<file path="config.mk">
export PLATFORM = sky130hd
export DESIGN_NAME = crd_div_cell
export DESIGN_NICKNAME = d
export VERILOG_FILES = /design/src/rtl/crd_pkg.sv /design/src/rtl/crd_div_cell.sv
export SDC_FILE = /design/constraint.sdc
export NUM_CORES = 1
export LEC_CHECK = 0
export ABC_CLOCK_PERIOD_IN_PS = 800
export BUFFER_PORTS_ARGS = -buffer_cell sky130_fd_sc_hd__buf_2
export CORE_ASPECT_RATIO = 2
export CORE_MARGIN = 1
export CORE_UTILIZATION = 30
export DETAILED_ROUTE_END_ITERATION = 12
export SLEW_MARGIN = 40
export SYNTH_ARGS = -nofsm -noshare
export SYNTH_HDL_FRONTEND = slang
export SYNTH_SLANG_ARGS = --single-unit
</file>
<file path="constraint.sdc">
create_clock -name clk -period 0.8 [get_ports clk]
set_input_delay 0.16 -clock clk [delete_from_list [all_inputs] [get_ports clk]]
set_output_delay 0.16 -clock clk [all_outputs]
set_load 0.02 [all_outputs]
</file>
<file path="src/rtl/crd_pkg.sv">
// Shared constants and types for the camera ray direction block.
package crd_pkg;

	localparam int CFG_W         = 18;
	localparam int IN_W          = 19;
	localparam int OUT_W         = 18;
	localparam int FRAC_BITS_DEF = 16;
	localparam int NORM_BITS     = 30;
	localparam int ROOT_W        = 31;
	localparam int MAG_W         = 31;
	localparam int LANES         = 3;

	localparam logic [CFG_W-1:0] ONE_RESET = CFG_W'(65536);
	localparam logic [OUT_W-1:0] OUT_MAX   = {1'b0, {(OUT_W-1){1'b1}}};
	localparam logic [OUT_W-1:0] OUT_MIN   = {1'b1, {(OUT_W-1){1'b0}}};

	typedef enum logic [1:0] {
		REG_COS_PITCH = 2'd0,
		REG_SIN_PITCH = 2'd1,
		REG_COS_YAW   = 2'd2,
		REG_SIN_YAW   = 2'd3
	} reg_index_t;

endpackage

</file>
<file path="src/rtl/crd_div_cell.sv">
// One quotient bit of the restoring divider, three lanes sharing one divisor.
module crd_div_cell import crd_pkg::*; #(
	parameter int QTW = FRAC_BITS_DEF + 1
) (
	input  logic                           clk,
	input  logic                           arst_n,
	input  logic                           up_valid,
	input  logic [ROOT_W-1:0]              up_len,
	input  logic [LANES-1:0][ROOT_W:0]     up_rem,
	input  logic [LANES-1:0][QTW-1:0]      up_quo,
	input  logic [LANES-1:0]               up_neg,
	output logic                           dn_valid,
	output logic [ROOT_W-1:0]              dn_len,
	output logic [LANES-1:0][ROOT_W:0]     dn_rem,
	output logic [LANES-1:0][QTW-1:0]      dn_quo,
	output logic [LANES-1:0]               dn_neg
);

	localparam int DRW = ROOT_W + 1;

	logic [LANES-1:0]             ge;
	logic [LANES-1:0][DRW-1:0]    rem_nx;
	logic [LANES-1:0][DRW-1:0]    diff;
	logic                         valid_q;
	logic [ROOT_W-1:0]            len_q;
	logic [LANES-1:0][DRW-1:0]    rem_q;
	logic [LANES-1:0][QTW-1:0]    quo_q;
	logic [LANES-1:0]             neg_q;

	// compare, subtract and shift each lane
	always_comb begin
		for (int i = 0; i < LANES; i++) begin
			ge[i]     = (up_rem[i] >= {1'b0, up_len});
			diff[i]   = ge[i] ? (up_rem[i] - {1'b0, up_len}) : up_rem[i];
			rem_nx[i] = {diff[i][DRW-2:0], 1'b0};
		end
	end

	// advance the valid flag
	always_ff @(posedge clk or negedge arst_n) begin
		if (!arst_n) begin
			valid_q <= 1'b0;
		end else begin
			valid_q <= up_valid;
		end
	end

	// hold the partial quotients
	always_ff @(posedge clk) begin
		len_q <= up_len;
		neg_q <= up_neg;
		for (int i = 0; i < LANES; i++) begin
			rem_q[i] <= rem_nx[i];
			quo_q[i] <= {up_quo[i][QTW-2:0], ge[i]};
		end
	end

	assign dn_valid = valid_q;
	assign dn_len   = len_q;
	assign dn_rem   = rem_q;
	assign dn_quo   = quo_q;
	assign dn_neg   = neg_q;

endmodule

</file>
# Yosys cells after proc, flatten, opt, wreduce, memory -nomap -nowiden
# Index checks and enable logic that the tools add are counted.
# totals
ff_bits,179
in_bits,184
word_cells,18
# classes
n_addsub,3
order_cmp,3
n_mux,3
# op_table
cell,count
>= comparator 32 x 31 -> 1 bit,3
2-to-1 mux 31 bit,3
subtractor 31 bit,3

# Longest topological paths before layout
# logic_depth
word_depth,2
depth_mapped,14
depth_no_buf,12

# Least setup slack after synthesis
# No wires, ideal clock.
# synth_timing
path_kind,in2reg
startpoint,in up_rem[64] (netlist bit)
endpoint,"reg rem_q, in the netlist dn_rem[95]"
setup_time_ns,0.121
arrival_ns,2.594
required_ns,0.679
path_slack_ns,-1.915
path_stages,12
path_buffers,0
path_cell_list,inv_1 -> ha_1 -> fa_1 -> nor2b_1 -> o21bai_1 -> a31o_2 -> a21oi_1 -> a41oi_1 -> a2111oi_0 -> a21oi_1 -> xnor2_1 -> mux2_2
# synth_rtl
element,line_no,source
"start, declared",crd_div_cell.sv:9,"input logic [LANES-1:0][ROOT_W:0] up_rem,"
"end signal, assigned by index",crd_div_cell.sv:53,rem_q[i] <= rem_nx[i];
"end, declared",crd_div_cell.sv:26,logic [LANES-1:0][DRW-1:0] rem_q;

==> results.sh <==
export IMPL_cts_tree="built"
export IMPL_final_core_util_pct=64.57
export IMPL_design_die_area_um2=33320
export IMPL_synth_edf_count=0
export IMPL_hold_violations=0
export IMPL_drt_pre_antenna_iters=4
export IMPL_start_kind="primary input"
export IMPL_multi_input_area_um2=7342
export IMPL_place_gp_congestion=0.9224
export IMPL_hold_depth=2
export IMPL_grt_pass1_vias=13080
export IMPL_fill_cells=2447
export IMPL_drt_iter0_drc=363
export IMPL_power_switching_uw=12470
export IMPL_syn_area_per_cell_um2=9.126
export IMPL_swShare_pct=34.09
export IMPL_p_leak_uw=0.009713
export IMPL_nNetsFinal=2261
export IMPL_stdcell_count=2423
export IMPL_violations="setup timing"
export IMPL_htreeDepth=4
export IMPL_post_dp_cell_area_um2=15040
export IMPL_setup_ws_ns=-1.593
export IMPL_layout_common_cells="352 x buf_4, 212 x buf_6, 176 x dfxtp_2"
export IMPL_die_w_um=129.6
export IMPL_synth_top_area_share_pct=36.49
export IMPL_place_hpwl_mm=30.51
export IMPL_ioPinCount=366
export IMPL_globalRoute_totalOverflow=0
export IMPL_drv_slew=0
export IMPL_drive_gt1_share_pct=61.94
export IMPL_dp_slack_ns=-2.123
export IMPL_yosysSeqAreaShare_pct=36.75
export IMPL_hold_end="dn_rem[75]$_DFF_P_"
export IMPL_crit_required_ns=1.14
export IMPL_rows=93
export IMPL_synthCells=1070
export IMPL_syn_cell_area_um2=9764
export IMPL_critPathKind="in2reg"
export IMPL_wire_per_inst_um=18.55
export IMPL_min_from="up_rem[74]"
export IMPL_cts_path_max_buffers=2
export IMPL_root_buffer="clkbuf_16"
export IMPL_via_per_inst=4.878
export IMPL_drcViolationCount=0
export IMPL_ys_async_sr_fraction_pct=0.5587
export IMPL_internal_power_uw=24110
export IMPL_crit_fanout=3
export IMPL_netlist_cell_type_count=68
export IMPL_port_buffers=359
export IMPL_grt_usage_pct=26.67
export IMPL_clkPwrFrac_pct=24.0
export IMPL_start_util_pct=30.40
export IMPL_postRouteAntennaNets=0
export IMPL_area_delta_synth_final_pct=112.4
export IMPL_setup_worst_path_end_class="register"
export IMPL_numCtsBuffers=17
export IMPL_final_common_cell="buf_4"
export IMPL_dp_cells=2163
export IMPL_power_frac_seq_pct=30.4
export IMPL_fp_dieH_um=257.1
export IMPL_area_sequential_um2=3812
export IMPL_clkTransAtPathRegs_ns=0.07
export IMPL_routed_wl_mm=44.94
export IMPL_synthFlopType="dfxtp_1"
export IMPL_peakVddDrop_mv=1.619
export IMPL_yosysWarnings=0
export IMPL_synth_top_area_cell="dfxtp_1"
export IMPL_setup_violations=275
export IMPL_arrival_ns=2.74
export IMPL_antenna_found_initial=4
export IMPL_hold_path_class="in2reg"
export IMPL_p_comb_share_pct=45.5
export IMPL_period_minus_slack_ns=2.393
export IMPL_rsz0062_at_grt="yes"
export IMPL_ys_ff_latch=179
export IMPL_final_area_um2=20740
export IMPL_grt_max_degree=23
export IMPL_drv_cap=0
export IMPL_grt_pass1_wl_mm=67.34
export IMPL_clock_sinks=179
export IMPL_yosys_top_cells_area="dfxtp_1 36%, ha_1 12%, mux2_2 6.8%"
export IMPL_status="finished, violations left"
export IMPL_fin_crit_sh_pct=299.2
export IMPL_coreArea_um2=32120
export IMPL_power_density_nw_per_um2=1764
export IMPL_fmax_mhz=417.8
export IMPL_via_count=11820
[metrics by stage]
stage | TNS, ns | hold slack, ns | total power (µW)
after floorplan | -148.35 | -0.1356 | 17540
after global placement | -190.76 | -0.06585 | 22700
after detailed placement | -192.08 | -0.06027 | 22820
after CTS | -183.01 | 0.002053 | 36130
after global routing | -199.04 | 0.002448 | 38200
final | -183.22 | 0.01995 | 36580
[how the worst max path moves through the flow]
stage,start,depth (start not counted),slack (ns),end
floorplan,up_len[2],11,-1.71,dn_rem[94]$_DFF_P_
global placement,up_len[0],14,-2.11,dn_rem[31]$_DFF_P_
detailed placement,up_rem[64],13,-2.12,dn_rem[95]$_DFF_P_
CTS,up_rem[32],14,-1.53,dn_rem[59]$_DFF_P_
global route,up_rem[32],14,-1.65,dn_rem[59]$_DFF_P_
finish,up_rem[32],14,-1.59,dn_rem[59]$_DFF_P_
[worst max-delay path: stages]
cell	delay, ns
buf_8	0.11
inv_12	0.05
ha_4	0.14
fa_2	0.24
nor2b_4	0.05
o31a_1	0.29
o31a_1	0.30
a31oi_4	0.24
buf_6	0.14
o21ai_4	0.06
or3_4	0.41
a31oi_4	0.17
xnor2_1	0.09
mux2_4	0.26
[power groups by stage]
stage,sequential (µW),combinational [µW],clock (µW)
floorplan,12300,5210,0
global placement,10700,12000,0
detailed placement,10700,12100,0
CTS,11100,16100,8920
global route,11200,17700,9330
finish,11100,16700,8800
[sequential cells by signal, summed over array words and instances, names as in the netlist]
name / flops
dn_len: 31
dn_neg: 3
dn_quo: 51
dn_valid: 1
dn_rem: 93
[cell usage after synthesis, types with 5 or more instances]
library cell and instances:
dfxtp_1 178, ha_1 93, a21oi_1 92, nand2_1 89, o21ai_0 80, mux2_2 59
inv_1 55, nor2_1 50, xnor2_1 49, a21o_1 41, xor2_1 27, nand3_1 26
clkbuf_1 21, nor2b_1 14, nor3_1 14, o21bai_1 14, a31oi_1 12, and3_1 10
buf_2 10, nand2b_1 10, a211oi_1 9, nand4_1 9, mux2i_1 8, o21a_1 8
nor4_1 7, o31ai_1 7, a41oi_1 5, o41ai_1 5
[kinds of logic (layout without fill, tap and decap cells)]
kind of cell / Yosys count / count (layout) / synth area share, %
XOR/XNOR: 76 / 76 / 6.817
adder cells (fa/ha/maj): 96 / 96 / 12.53
buffers and inverters: 89 / 1011 / 3.665
other: 1 / 5 / 0.03840
AO/OA/AOI/OAI: 312 / 312 / 20.39
flip-flops: 179 / 179 / 36.75
multiplexers: 67 / 67 / 7.624
AND/OR/NAND/NOR: 250 / 250 / 12.19
[area by class of cell]
type,count,area share [%]
clock inverter,14,0.9232
antenna,2,0.02414
inverter,55,1.358
tap,427,2.576
clock buffer,18,2.070
timing repair buffer,924,39.26
multi-input combinational,804,35.41
sequential,179,18.39
[per-layer routing]
metal | vias up | track usage, % | share of wire (%)
met5 | - | 0 | 0.053
met4 | 4 | 20.32 | 7.9
met3 | 167 | 4.823 | 4.3
met2 | 418 | 52.55 | 56
met1 | 5552 | 22.52 | 32
li1 | 5678 | - | -
[timing repair]
item | 4_1_cts | 5_1_grt
gates resized for setup | 782 | 84
setup endpoints to repair | 275 | 275
hold buffers | 157 | 0
gates cloned | 8 | 0
buffers inserted | 63 | 10
pin swaps | 90 | 50
endpoints found under the hold margin | 156 | 0
(Power assumes the default switching activity.)
