==> config.mk <==
export PLATFORM = sky130hd
export DESIGN_NAME = crd_sqrt_cell
export DESIGN_NICKNAME = d
export VERILOG_FILES = /design/src/rtl/crd_pkg.sv /design/src/rtl/crd_sqrt_cell.sv
export SDC_FILE = /design/constraint.sdc
export NUM_CORES = 1
export LEC_CHECK = 0
export ABC_AREA = 1
export BUFFER_PORTS_ARGS = -buffer_cell sky130_fd_sc_hd__buf_2
export CAP_MARGIN = 40
export CORE_AREA = 2 2 175 177
export CTS_BUF_LIST = sky130_fd_sc_hd__clkbuf_16
export DETAILED_ROUTE_END_ITERATION = 16
export DIE_AREA = 0 0 177 179
export GPL_ROUTABILITY_DRIVEN = 0
export GPL_TIMING_DRIVEN = 0
export HOLD_SLACK_MARGIN = 0.02
export PLACE_DENSITY = 0.51
export SETUP_SLACK_MARGIN = 0.5
export SYNTH_ARGS = -nofsm -noshare
export SYNTH_HDL_FRONTEND = slang
export SYNTH_SLANG_ARGS = --single-unit
==> constraint.sdc <==
create_clock -name clk -period 0.8 [get_ports clk]
set_input_delay 0.16 -clock clk [delete_from_list [all_inputs] [get_ports clk]]
set_output_delay 0.16 -clock clk [all_outputs]
set_load 0.05 [all_outputs]
==> src/rtl/crd_pkg.sv <==
// Shared constants and types for the camera ray direction block.
package crd_pkg;

	localparam int CFG_W         = 18;
	localparam int IN_W          = 19;
	localparam int OUT_W         = 18;
	localparam int FRAC_BITS_DEF = 16;
	localparam int NORM_BITS     = 30;
	localparam int ROOT_W        = 31;
	localparam int MAG_W         = 31;
	localparam int LANES         = 3;

	localparam logic [CFG_W-1:0] ONE_RESET = CFG_W'(65536);
	localparam logic [OUT_W-1:0] OUT_MAX   = {1'b0, {(OUT_W-1){1'b1}}};
	localparam logic [OUT_W-1:0] OUT_MIN   = {1'b1, {(OUT_W-1){1'b0}}};

	typedef enum logic [1:0] {
		REG_COS_PITCH = 2'd0,
		REG_SIN_PITCH = 2'd1,
		REG_COS_YAW   = 2'd2,
		REG_SIN_YAW   = 2'd3
	} reg_index_t;

endpackage

==> src/rtl/crd_sqrt_cell.sv <==
// One root digit of the integer square root chain, carrying the lane words along.
module crd_sqrt_cell import crd_pkg::*; #(
	parameter int RW = ROOT_W
) (
	input  logic                             clk,
	input  logic                             arst_n,
	input  logic                             up_valid,
	input  logic [2*RW-1:0]                  up_rad,
	input  logic [RW+2:0]                    up_rem,
	input  logic [RW-1:0]                    up_root,
	input  logic [LANES-1:0][MAG_W-1:0]      up_mag,
	input  logic [LANES-1:0]                 up_neg,
	output logic                             dn_valid,
	output logic [2*RW-1:0]                  dn_rad,
	output logic [RW+2:0]                    dn_rem,
	output logic [RW-1:0]                    dn_root,
	output logic [LANES-1:0][MAG_W-1:0]      dn_mag,
	output logic [LANES-1:0]                 dn_neg
);

	localparam int SW  = 2 * RW;
	localparam int RMW = RW + 3;

	logic [RMW-1:0]               rem_sh;
	logic [RMW-1:0]               trial;
	logic                         ge;
	logic                         valid_q;
	logic [SW-1:0]                rad_q;
	logic [RMW-1:0]               rem_q;
	logic [RW-1:0]                root_q;
	logic [LANES-1:0][MAG_W-1:0]  mag_q;
	logic [LANES-1:0]             neg_q;

	// bring down the next radicand pair and try 4r+1
	always_comb begin
		rem_sh = {up_rem[RMW-3:0], up_rad[SW-1:SW-2]};
		trial  = RMW'({up_root, 2'b01});
		ge     = (rem_sh >= trial);
	end

	// advance the valid flag
	always_ff @(posedge clk or negedge arst_n) begin
		if (!arst_n) begin
			valid_q <= 1'b0;
		end else begin
			valid_q <= up_valid;
		end
	end

	// hold the partial root and remainder
	always_ff @(posedge clk) begin
		rad_q  <= {up_rad[SW-3:0], 2'b00};
		rem_q  <= ge ? (rem_sh - trial) : rem_sh;
		root_q <= {up_root[RW-2:0], ge};
		mag_q  <= up_mag;
		neg_q  <= up_neg;
	end

	assign dn_valid = valid_q;
	assign dn_rad   = rad_q;
	assign dn_rem   = rem_q;
	assign dn_root  = root_q;
	assign dn_mag   = mag_q;
	assign dn_neg   = neg_q;

endmodule

[Yosys cells after proc, flatten, opt, wreduce, memory -nomap -nowiden]
Cells that the tools add are included.
Storage, ports and cells
  input bits: 226
  word-level logic and storage cells: 11
  output and inout port bits: 224
  bits in registers: 222
Cells by class
  multiplexer cells: 1
  order comparisons: 1
  $add $sub $neg: 1
Operators by type and width (count)
  >= comparator 34 x 33 -> 1 bit: 1
  two-way mux 34 bit: 1
  subtractor 34 x 33 -> 34 bit: 1

[Logic depth before layout (Yosys ltp)]
Gate-level depths: netlist (run 1).
  depth in word-level cells: 2
  mapped depth: 16
  mapped depth without buffers: 15

[Least setup slack after synthesis (run 1)]
Ideal clock, no wire load.
  path type: input-to-reg
  start: input up_root[22]
  end: register rem_q[25], in the netlist dn_rem[25]
  setup slack: -0.833 ns
  library setup time: 0.112 ns
  path buffers: 1
  required time: 0.688 ns
  arrival: 1.521 ns
  stages on the path: 13
  cells stage by stage: inv_1 -> ha_1 -> nand2_2 -> inv_1 -> a21oi_1 -> nand2_1 -> nand2_1 -> nand3b_1 -> nor2_2 -> nand2_4 -> buf_12 -> nand2_1 -> nand2_1
Between the ends
  longest elaborated chain between the ends: 2
  elaborated cells on any way between the ends: 3
  classes of those cells: 1 x add/sub; 1 x order compare; 1 x mux
Ends and longest elaborated chain
  start: declaration: RTL line crd_sqrt_cell.sv:10  | input logic [RW-1:0] up_root,
  subtractor 34 x 33 -> 34 bit or >= comparator 34 x 33 -> 1 bit (tied branches): RTL line crd_sqrt_cell.sv:53, crd_sqrt_cell.sv:38
  two-way mux 34 bit *: RTL line crd_sqrt_cell.sv:53  | rem_q <= ge ? (rem_sh - trial) : rem_sh;
  end signal: assignment: RTL line crd_sqrt_cell.sv:53
  end: declaration: RTL line crd_sqrt_cell.sv:29  | logic [RMW-1:0] rem_q;
Mark *: on every way between the ends. The rest lies on a longest branch, timed or not.

[Final worst setup path (run 1)]
  start: input up_rem[14]
  end: register rem_q[10], in the netlist dn_rem[10]
Between the ends
  longest elaborated chain between the ends: 2
Ends and longest elaborated chain
  start: declaration: RTL line crd_sqrt_cell.sv:9  | input logic [RW+2:0] up_rem,
  >= comparator 34 x 33 -> 1 bit: RTL line crd_sqrt_cell.sv:38  | ge = (rem_sh >= trial);
  two-way mux 34 bit: RTL line crd_sqrt_cell.sv:53
Every way passes these cells.

==> results of run 1 <==
## layer usage
layer,GRT usage [%],part of all wire (%),vias up
li1,-,-,3759
met1,19.3,34,3397
met2,36.7,56,251
met3,5.26,7.2,55
met4,8.23,2.8,0
met5,0,0,-
## timing repair
action | in CTS | in global routing
endpoints found under the setup margin | 257 | 257
pin swaps | 42 | 42
setup buffers | 47 | 6
resized for setup | 783 | 81
hold endpoints to repair | 222 | 221
gates cloned | 3 | 1
## Yosys cell counts
cell	count	area [um2]
nand2_1	273	1020
dfxtp_1	221	4420
inv_1	131	492
nor2_1	43	161
ha_1	33	413
nand2_2	27	169
a21oi_1	25	125
nand3_1	20	100
xor2_1	14	123
nand3b_1	12	90.1
nand3_2	11	110
nor2_2	9	56.3
nand4_1	8	50.1
inv_2	7	26.3
o21ai_0	7	35.0
nand2_4	5	56.3
nor2_4	4	45.0
buf_6	3	33.8
nor3_1	3	15.0
o21bai_1	3	22.5
a21oi_2	2	17.5
buf_12	2	40.0
buf_4	2	15.0
nor4_1	2	12.5
o21ai_1	2	10.0
xnor2_1	2	17.5
a21o_1	1	7.51
and3_1	1	6.26
buf_8	1	15.0
conb_1	1	3.75
dfrtp_1	1	25.0
nand3_4	1	17.5
nor3_4	1	16.3
o21a_1	1	7.51
o21bai_4	1	18.8
or2_2	1	6.26
or2_4	1	8.76
## sequential cells by signal, summed over array words and instances, names as in the netlist
signal and flops:
dn_rem 34, dn_valid 1, dn_mag 93, dn_root 31, dn_neg 3, dn_rad 60
## through the flow
step / util [%] / hold WS (ns) / total power [mW] / cell area [um2] / setup WS [ns]
floorplan: - / -0.136 / 17.9 / 9220 / -0.725
global placement: 39.8 / -0.0534 / 20.1 / 11900 / -1.35
detailed placement: 39.8 / -0.0569 / 20.1 / 11900 / -1.37
CTS: 52.7 / -0.289 / 33.7 / 15800 / -0.532
global route: 53.9 / -0.285 / 35.1 / 16200 / -0.639
finish: 53.9 / -0.263 / 33.6 / 16200 / -0.581
## critical path, stage by stage
cell       delay, ns
buf_2           0.12
ha_4            0.28
nand2_4         0.08
nor2_4          0.13
nand2_4         0.08
nor2_4          0.12
buf_6           0.11
nand3_2         0.06
nand3b_1        0.14
nor2_4          0.06
nand2_8         0.10
buf_12          0.14
clkbuf_16       0.14
nand2_2         0.04
nand2_1         0.06
## layout make-up
type | count | area share [%]
Antenna cell | 8 | 0.124
Tap cell | 396 | 3.06
Buffer | 8 | 0.773
Timing Repair Buffer | 503 | 32.7
Multi-Input combinational cell | 515 | 22.5
Sequential cell | 222 | 32.6
Clock inverter | 19 | 0.742
Clock buffer | 25 | 3.86
Inverter | 138 | 3.63
## power groups by stage
stage          combinational, mW  sequential (mW)  clock (mW)
6_report                    10.7             12.4        10.5
5_1_grt                     11.3             12.5        11.3
4_1_cts                     10.4             12.4        10.8
3_5_place_dp                7.91             12.2           0
3_3_place_gp                7.90             12.2           0
2_1_floorplan               2.56             15.4           0
## final timing paths
check | from | end | slack [ns] | depth (start not counted)
setup / recovery | up_rem[14] | dn_rem[10] | -0.58 | 15
hold / removal | up_mag[32] | dn_mag[32] | -0.26 | 1
max in group asynchronous | arst_n | dn_valid | 0.75 | 2
min in group asynchronous | arst_n | dn_valid | -0.05 | 2
## kinds of logic after synthesis
| logic type | synth area share (%) |
|---|---|
| buffers and inverters | 7.95 |
| other | 0.0480 |
| adder cells (fa/ha/maj) | 5.28 |
| AO/OA/AOI/OAI | 3.12 |
| AND/OR/NAND/NOR | 24.9 |
| flip-flops | 56.9 |
| XOR/XNOR | 1.79 |
==> reports/metrics.cfg, run 1 <==
[power_and_ir_drop]
p_leak_nw = 7.64
comb_power_share_pct = 31.9
seqPwrFrac_pct = 36.9
pwr_density_cell_nw_per_um2 = 2070
p_clk_share_pct = 31.2
p_switching_mw = 11.1
vdd.ir_drop.worst_uv = 2270
cell_internal_pwr_mw = 22.4
switching_share_pct = 33.2

[setup_path]
cp_data_arrival_time_ns = 1.84
cp-start-kind = input pin
required_ns = 1.26
end_kind = register
worstSetupPathType = in -> reg
worstPathMaxFanout = 5

[timing]
fin_crit_ns = 1.38
hold_slack_ns = -0.263
hold_viol_final = 221
setup_ws_ns = -0.581
rsz0062_at_grt = yes
final_max_slew_viol_count = 0
setup_viol = 257
fin_crit_sh_pct = 173
tns_ns = -97.86
max_freq_ghz = 0.724

[layout]
final_common_cell = dfxtp_4
mostFrequentLayoutCells = dfxtp_4 (221), buf_8 (215), nand2_1 (206), buf_2 (196), inv_1 (106)
nFillCells = 2583
fin_cells = 1834
multiInputGateArea_um2 = 3650
nNetsFinal = 1672
drive_above_1_share_pct = 69.6
area_delta_synth_final_pct = 107
seqCellArea_um2 = 5280

[floorplan]
rows = 64
die_h_um = 179
core-area_um2 = 30000
start_util_pct = 26.0
die_x_um = 177
io_pins = 450
die_area_um2 = 31700

[cts]
cts_root_buf = clkbuf_16
cts_tree = built
numClockSinks = 222
cts_buffers = 25
htree_levels = 1
cts.clk_slew.worst_paths_ns = 0.06
clockBufferDepth = 3
ctsHoldBuffers = 1

[detailed_routing]
routed_via_density = 4.07
vias = 7462
totalWireLength_um = 31700
first_pass_iters = 4
drc = 0
drtIter0Drc = 197
wire_per_inst_um = 17.3
ant_nets = 0

[synthesis]
ys_seq_elements = 222
syn_avg_cell_area_um2 = 8.86
synth_sequential_area_ratio_pct = 56.9
synth.distinct_cells = 37
ys_warn_count = 0
syn_area_um2 = 7820
synthCells = 882

[worst_hold_path]
hold_path.class = in -> reg

[outcome]
status = finished, violations left
violations = negative hold slack, negative setup slack

[global_routing]
antenna_found_initial = 9
grt_pass1_wl_um = 45400
grt_max_degree = 15
grt_pass1_vias = 7845
overflow = 0
track_usage_pct = 19.2

[flow_run]
drv_cap = 0

[placed_design]
dpl.hpwl_um = 25100
port_buffers = 445
numPlacedInstances = 1724

Power figures use the tool's default switching activity.
==> inputs of run 2 (changes only) <==
--- a/config.mk
+++ b/config.mk
@@ -8,14 +8,14 @@
 export ABC_AREA = 1
 export BUFFER_PORTS_ARGS = -buffer_cell sky130_fd_sc_hd__buf_2
 export CAP_MARGIN = 40
-export CORE_AREA = 2 2 175 177
+export CORE_AREA = 8 8 167 169
 export CTS_BUF_LIST = sky130_fd_sc_hd__clkbuf_16
 export DETAILED_ROUTE_END_ITERATION = 16
-export DIE_AREA = 0 0 177 179
+export DIE_AREA = 0 0 175 177
 export GPL_ROUTABILITY_DRIVEN = 0
 export GPL_TIMING_DRIVEN = 0
 export HOLD_SLACK_MARGIN = 0.02
-export PLACE_DENSITY = 0.51
+export PLACE_DENSITY = 0.58
 export SETUP_SLACK_MARGIN = 0.5
 export SYNTH_ARGS = -nofsm -noshare
 export SYNTH_HDL_FRONTEND = slang
==> reports/metrics.cfg, run 2 (synthesized netlist as in run 1, its figures left out) <==
[power_and_ir_drop]
seqPwrFrac_pct = 36.0  ; -0.9 points
p_clk_share_pct = 31.7  ; +0.5 points
switching_share_pct = 32.5  ; -0.68 points
p_switching_mw = 11.2  ; +0.39%
comb_power_share_pct = 32.3  ; +0.4 points
cell_internal_pwr_mw = 23.2  ; +3.5%
pwr_density_cell_nw_per_um2 = 2100  ; +1.5%
vdd.ir_drop.worst_uv = 1800  ; -21%
finalPower_mw = 34.4  ; +2.5%
p_leak_nw = 7.74  ; +1.3%

[cts]
cts.clk_slew.worst_paths_ns = 0.06  ; about the same
cts_tree = built
clockBufferDepth = 3  ; unchanged
ctsHoldBuffers = 1  ; unchanged
cts_buffers = 24  ; -4.0%
numClockSinks = 222  ; unchanged
cts_root_buf = clkbuf_16
htree_levels = 1  ; unchanged

[timing]
setup_viol = 257  ; unchanged
fin_crit_ns = 1.38  ; -0.00530 ns
max_freq_ghz = 0.727  ; +0.39%
setup_ws_ns = -0.576  ; +0.00530 ns
hold_slack_ns = -0.259  ; +0.00350 ns
rsz0062_at_grt = yes
hold_viol_final = 222  ; +0.45%
final_max_slew_viol_count = 0  ; unchanged
fin_crit_sh_pct = 172  ; -0.66 points

[placed_design]
place_area_um2 = 11900  ; -0.64%
dpl.hpwl_um = 27200  ; +8.7%
pre_cts_ws_ns = -1.26  ; +0.110 ns
port_buffers = 445  ; unchanged
numPlacedInstances = 1663  ; -3.5%

[global_routing]
grt_pass1_wl_um = 49500  ; +9.0%
antenna_found_initial = 7  ; -2
grt_pass1_vias = 8019  ; +2.2%
overflow = 0  ; unchanged
track_usage_pct = 21.2  ; +2.0 points
grt_max_degree = 15  ; unchanged

[floorplan]
die_area_um2 = 31000  ; -2.2%
rows = 59  ; -7.8%
die_h_um = 177  ; -1.1%
core-area_um2 = 25500  ; -15%
io_pins = 450  ; unchanged
start_util_pct = 30.7  ; +4.7 points
die_x_um = 175  ; -1.1%

[layout]
fin_cells = 1774  ; -3.3%
stdcell_area_um2 = 16300  ; +0.93%
mostFrequentLayoutCells = dfxtp_4 (221), buf_8 (211), nand2_1 (196), buf_2 (195), inv_1 (104)
final_common_cell = dfxtp_4
drive_above_1_share_pct = 70.7  ; +1.2 points
nFillCells = 1933  ; -25%
nNetsFinal = 1677  ; +0.30%
area_delta_synth_final_pct = 109
largest_reg_flops = 93  ; unchanged

[setup_path]
cp-start-kind = input pin
end_kind = register
worstPathMaxFanout = 8  ; +3
cp_data_arrival_time_ns = 1.82  ; -0.02 ns
slowest_delay_ns = 0.26  ; -0.02 ns
worstPathBufferInverterCount = 4  ; unchanged
worstSetupPathType = in -> reg
required_ns = 1.24  ; -0.02 ns
critPathTopFamily = simple AND/OR/NAND/NOR gates
crit_chain = buf_8 > inv_4 > ha_4 > buf_12 > a21oi_4 > o21ai_2 > a21oi_2 > nand2_1 > or2_4 > nand2_8 > buf_8 > nand2_2 > nand2_2
slowest_stage = or2_4

[detailed_routing]
routed_via_density = 4.34  ; +6.8%
first_pass_iters = 5  ; +1
wire_per_inst_um = 19.6  ; +13%
top_layer = met4
totalWireLength_um = 34700  ; +9.6%
drtIter0Drc = 331  ; +68%
vias = 7707  ; +3.3%
ant_nets = 0  ; unchanged
met1Wirelength_um = 12000  ; +9.9%
met2_length_um = 19300  ; +9.6%
drc = 0  ; unchanged
wl_met3_um = 2440  ; +7.4%

[outcome]
violations = negative hold slack, negative setup slack
status = finished, violations left

[worst_hold_path]
hold_path.class = in -> reg

[flow_run]
drv_cap = 0  ; unchanged

[run 2: cell count changes in the layout (fill, tap and decap cells not counted), sizes merged]
cell	change
clkinvlp	+2
clkinv	-7
clkbuf	+1
diode	-1
bufinv	+2
inv	-1
buf	+5
[run 2: metal layers]
metal  global-route usage, %  vias to the layer above
li1                        -                     3770
met4                    8.37                        0
met1                    21.7                     3572
met2                    40.6                      310
met5                       0                        -
met3                    5.23                       55
[run 2: metrics by stage]
stage	setup TNS, ns	util (%)
floorplan	-24.61	-
global placement	-39.88	46.6
detailed placement	-40.24	46.6
CTS	-100.12	62.2
global route	-106.82	64.2
finish	-97.02	64.2
[run 2: area by class of cell]
type | instances | area [um2] | area share [%]
clock inverter | 15 | 156 | 0.957
timing repair buffer | 509 | 5410 | 33.1
inverter | 138 | 581 | 3.55
multi-input combinational | 515 | 3730 | 22.8
clock buffer | 25 | 626 | 3.83
antenna | 7 | 17.5 | 0.107
buffer | 8 | 120 | 0.735
tap | 335 | 419 | 2.56
sequential | 222 | 5280 | 32.3
[run 2: path summary, 6_finish.rpt]
path,from,to,slack (ns),depth (start not counted)
min in group asynchronous,arst_n,dn_valid,-0.02,2
max,up_root[27],dn_rem[27],-0.58,13
min,up_rad[16],dn_rad[18],-0.26,1
max in group asynchronous,arst_n,dn_valid,0.72,2
[run 2: timing repair]
item,4_1_cts,5_1_grt
endpoints found under the hold margin,222,222
gates resized for setup,803,94
setup buffers,44,13
gates cloned,4,2
pin swaps,53,64
endpoints found under the setup margin,257,257
[run 2: power groups by stage]
stage	logic, mW	clock network [mW]	registers [mW]
after floorplan	2.56	0	15.4
after global placement	7.93	0	12.2
after detailed placement	7.96	0	12.2
after CTS	10.6	11.2	12.4
after global routing	11.6	11.8	12.5
final	11.1	10.9	12.4
==> inputs of run 3 (changes only) <==
--- a/config.mk
+++ b/config.mk
@@ -8,15 +8,14 @@
 export ABC_AREA = 1
 export BUFFER_PORTS_ARGS = -buffer_cell sky130_fd_sc_hd__buf_2
 export CAP_MARGIN = 40
-export CORE_AREA = 8 8 167 169
+export CORE_AREA = 8 8 169 171
 export CTS_BUF_LIST = sky130_fd_sc_hd__clkbuf_16
 export DETAILED_ROUTE_END_ITERATION = 16
-export DIE_AREA = 0 0 175 177
+export DIE_AREA = 0 0 177 179
 export GPL_ROUTABILITY_DRIVEN = 0
 export GPL_TIMING_DRIVEN = 0
 export HOLD_SLACK_MARGIN = 0.02
-export PLACE_DENSITY = 0.58
-export SETUP_SLACK_MARGIN = 0.5
+export PLACE_DENSITY = 0.57
 export SYNTH_ARGS = -nofsm -noshare
 export SYNTH_HDL_FRONTEND = slang
 export SYNTH_SLANG_ARGS = --single-unit
==> reports/metrics.cfg, run 3 (synthesized netlist as in run 1, its figures left out) <==
[outcome]
status = finished, violations left
violations = negative setup slack

[setup_path]
cp_common_cell = nand2_2
required_ns = 1.19  ; -0.05 ns
end_kind = register
slowest_delay_ns = 0.20  ; -0.06 ns
cp_data_arrival_time_ns = 1.79  ; -0.03 ns
worstPathBufferInverterCount = 4  ; unchanged
cp-start-kind = input pin
critPathTopFamily = simple AND/OR/NAND/NOR gates
crit_start = up_root[21]
crit_chain = buf_8 > inv_12 > ha_4 > nand2_1 > nand2_2 > a21oi_2 > nand2_2 > nand2_2 > nand3b_1 > nor2_2 > nand2_4 > buf_12 > clkbuf_16 > nand3_2 > nand2_1
slowest_stage = ha_4
worstPathMaxFanout = 5  ; -3
worstSetupPathType = in -> reg

[timing]
hold_viol_final = 0  ; -100%
fin_crit_sh_pct = 175  ; +3.1 points
max_freq_ghz = 0.714  ; -1.8%
final_max_slew_viol_count = 0  ; unchanged
fin_crit_ns = 1.40  ; +0.0249 ns
setup_ws_ns = -0.601  ; -0.0249 ns
setup_viol = 257  ; unchanged
tns_ns = -97.19  ; -0.168 ns
hold_slack_ns = 0.0544  ; +0.314 ns
rsz0062_at_grt = yes

[worst_hold_path]
hp-start = up_rad[60]
hold_path.class = in -> reg

[floorplan]
core-area_um2 = 25800  ; +1.2%
die_x_um = 177  ; +1.1%
start_util_pct = 30.3  ; -0.35 points
io_pins = 450  ; unchanged
die_area_um2 = 31700  ; +2.3%
die_h_um = 179  ; +1.1%
rows = 59  ; unchanged

[layout]
nNetsFinal = 1897  ; +13%
largest_reg_flops = 93  ; unchanged
final_util_pct = 69.1  ; +5.0 points
mostFrequentLayoutCells = buf_8 (224), dlygate4sd3_1 (223), dfxtp_2 (219), nand2_1 (206), buf_2 (194)
drive_above_1_share_pct = 60.1  ; -11 points
area_delta_synth_final_pct = 128
final_common_cell = buf_8

[detailed_routing]
ant_nets = 0  ; unchanged
first_pass_iters = 5  ; unchanged
totalWireLength_um = 43500  ; +25%
vias = 8846  ; +15%
drc = 0  ; unchanged
routed_via_density = 4.42  ; +1.7%
wire_per_inst_um = 21.7  ; +11%
drtIter0Drc = 392  ; +18%

[power_and_ir_drop]
switching_share_pct = 34.0  ; +1.5 points
cell_internal_pwr_mw = 23.5  ; +1.2%
seqPwrFrac_pct = 35.8  ; -0.2 points
pwr_density_cell_nw_per_um2 = 2000  ; -5.0%
p_clk_share_pct = 30.3  ; -1.4 points
p_switching_mw = 12.1  ; +8.3%
vdd.ir_drop.worst_uv = 1660  ; -8.1%
comb_power_share_pct = 33.9  ; +1.6 points
p_leak_nw = 8.53  ; +10%
finalPower_mw = 35.6  ; +3.5%

[global_routing]
grt_pass1_wl_um = 60400  ; +22%
track_usage_pct = 25.3  ; +4.1 points
grt_pass1_vias = 9583  ; +20%
antenna_found_initial = 9  ; +2
overflow = 0  ; unchanged
grt_max_degree = 15  ; unchanged

[placed_design]
dpl.hpwl_um = 27300  ; about the same
port_buffers = 445  ; unchanged

[cts]
cts.clk_slew.worst_paths_ns = 0.06  ; about the same
htree_levels = 1  ; unchanged
numClockSinks = 222  ; unchanged
cts_tree = built
cts_buffers = 24  ; unchanged
cts_root_buf = clkbuf_16
clockBufferDepth = 3  ; unchanged

[flow_run]
drv_cap = 0  ; unchanged

[run 3: cell count changes in the layout (fill, tap and decap cells not counted), sizes merged]
cell,previous run,this run
dlygate4sd3,1,223
clkinv,4,10
diode,7,11
buf,514,512
bufinv,3,1
clkinvlp,5,4
inv,141,142
[run 3: cell type report]
class                           count  area (um2)
Fill cell                        1802        7950
Clock buffer                       25         626
Inverter                          138         586
Timing Repair Buffer              729        7480
Tap cell                          335         419
Clock inverter                     19         128
Buffer                              8         120
Antenna cell                       11        27.5
Multi-Input combinational cell    515        3690
Sequential cell                   222        4730
[run 3: per-stage QoR]
| step | std cells | worst slack [ns] | cell area, um2 |
|---|---|---|---|
| detailed placement | 1663 | -1.32 | 11000 |
| finish | 2002 | -0.601 | 17800 |
| floorplan | 883 | -0.725 | 8380 |
| CTS | 1977 | -0.540 | 17300 |
| global placement | 1663 | -1.33 | 11000 |
| global route | 2001 | -0.680 | 17800 |
[run 3: power groups by stage]
stage / Combinational [mW] / Clock, mW / Sequential (mW)
2_1_floorplan: 2.56 / 0 / 15.4
3_3_place_gp: 7.95 / 0 / 12.3
3_5_place_dp: 7.95 / 0 / 12.4
4_1_cts: 11.3 / 10.8 / 12.7
5_1_grt: 12.6 / 11.5 / 12.8
6_report: 12.1 / 10.8 / 12.7
[run 3: path summary, 6_finish.rpt]
check	endpoint	depth (start not counted)	slack, ns
max	dn_rem[32]	15	-0.60
min	dn_rem[0]	4	0.05
max in group asynchronous	dn_valid	3	0.07
min in group asynchronous	dn_valid	3	0.56
[run 3: metal layers]
| metal | wire, um | GRT usage [%] | vias to the layer above |
|---|---|---|---|
| met2 | 24200 | 49.4 | 356 |
| li1 | - | - | 4207 |
| met1 | 15300 | 25.5 | 4201 |
| met3 | 2780 | 6.00 | 82 |
| met5 | 0 | 0 | - |
| met4 | 1320 | 8.90 | 0 |
[run 3: repair_timing]
action,in CTS,in global routing
hold buffers,221,2
gates resized for setup,980,113
endpoints found under the hold margin,222,2
pin swaps,67,55
cloned,3,2
setup buffers,46,13
setup endpoints to repair,257,257
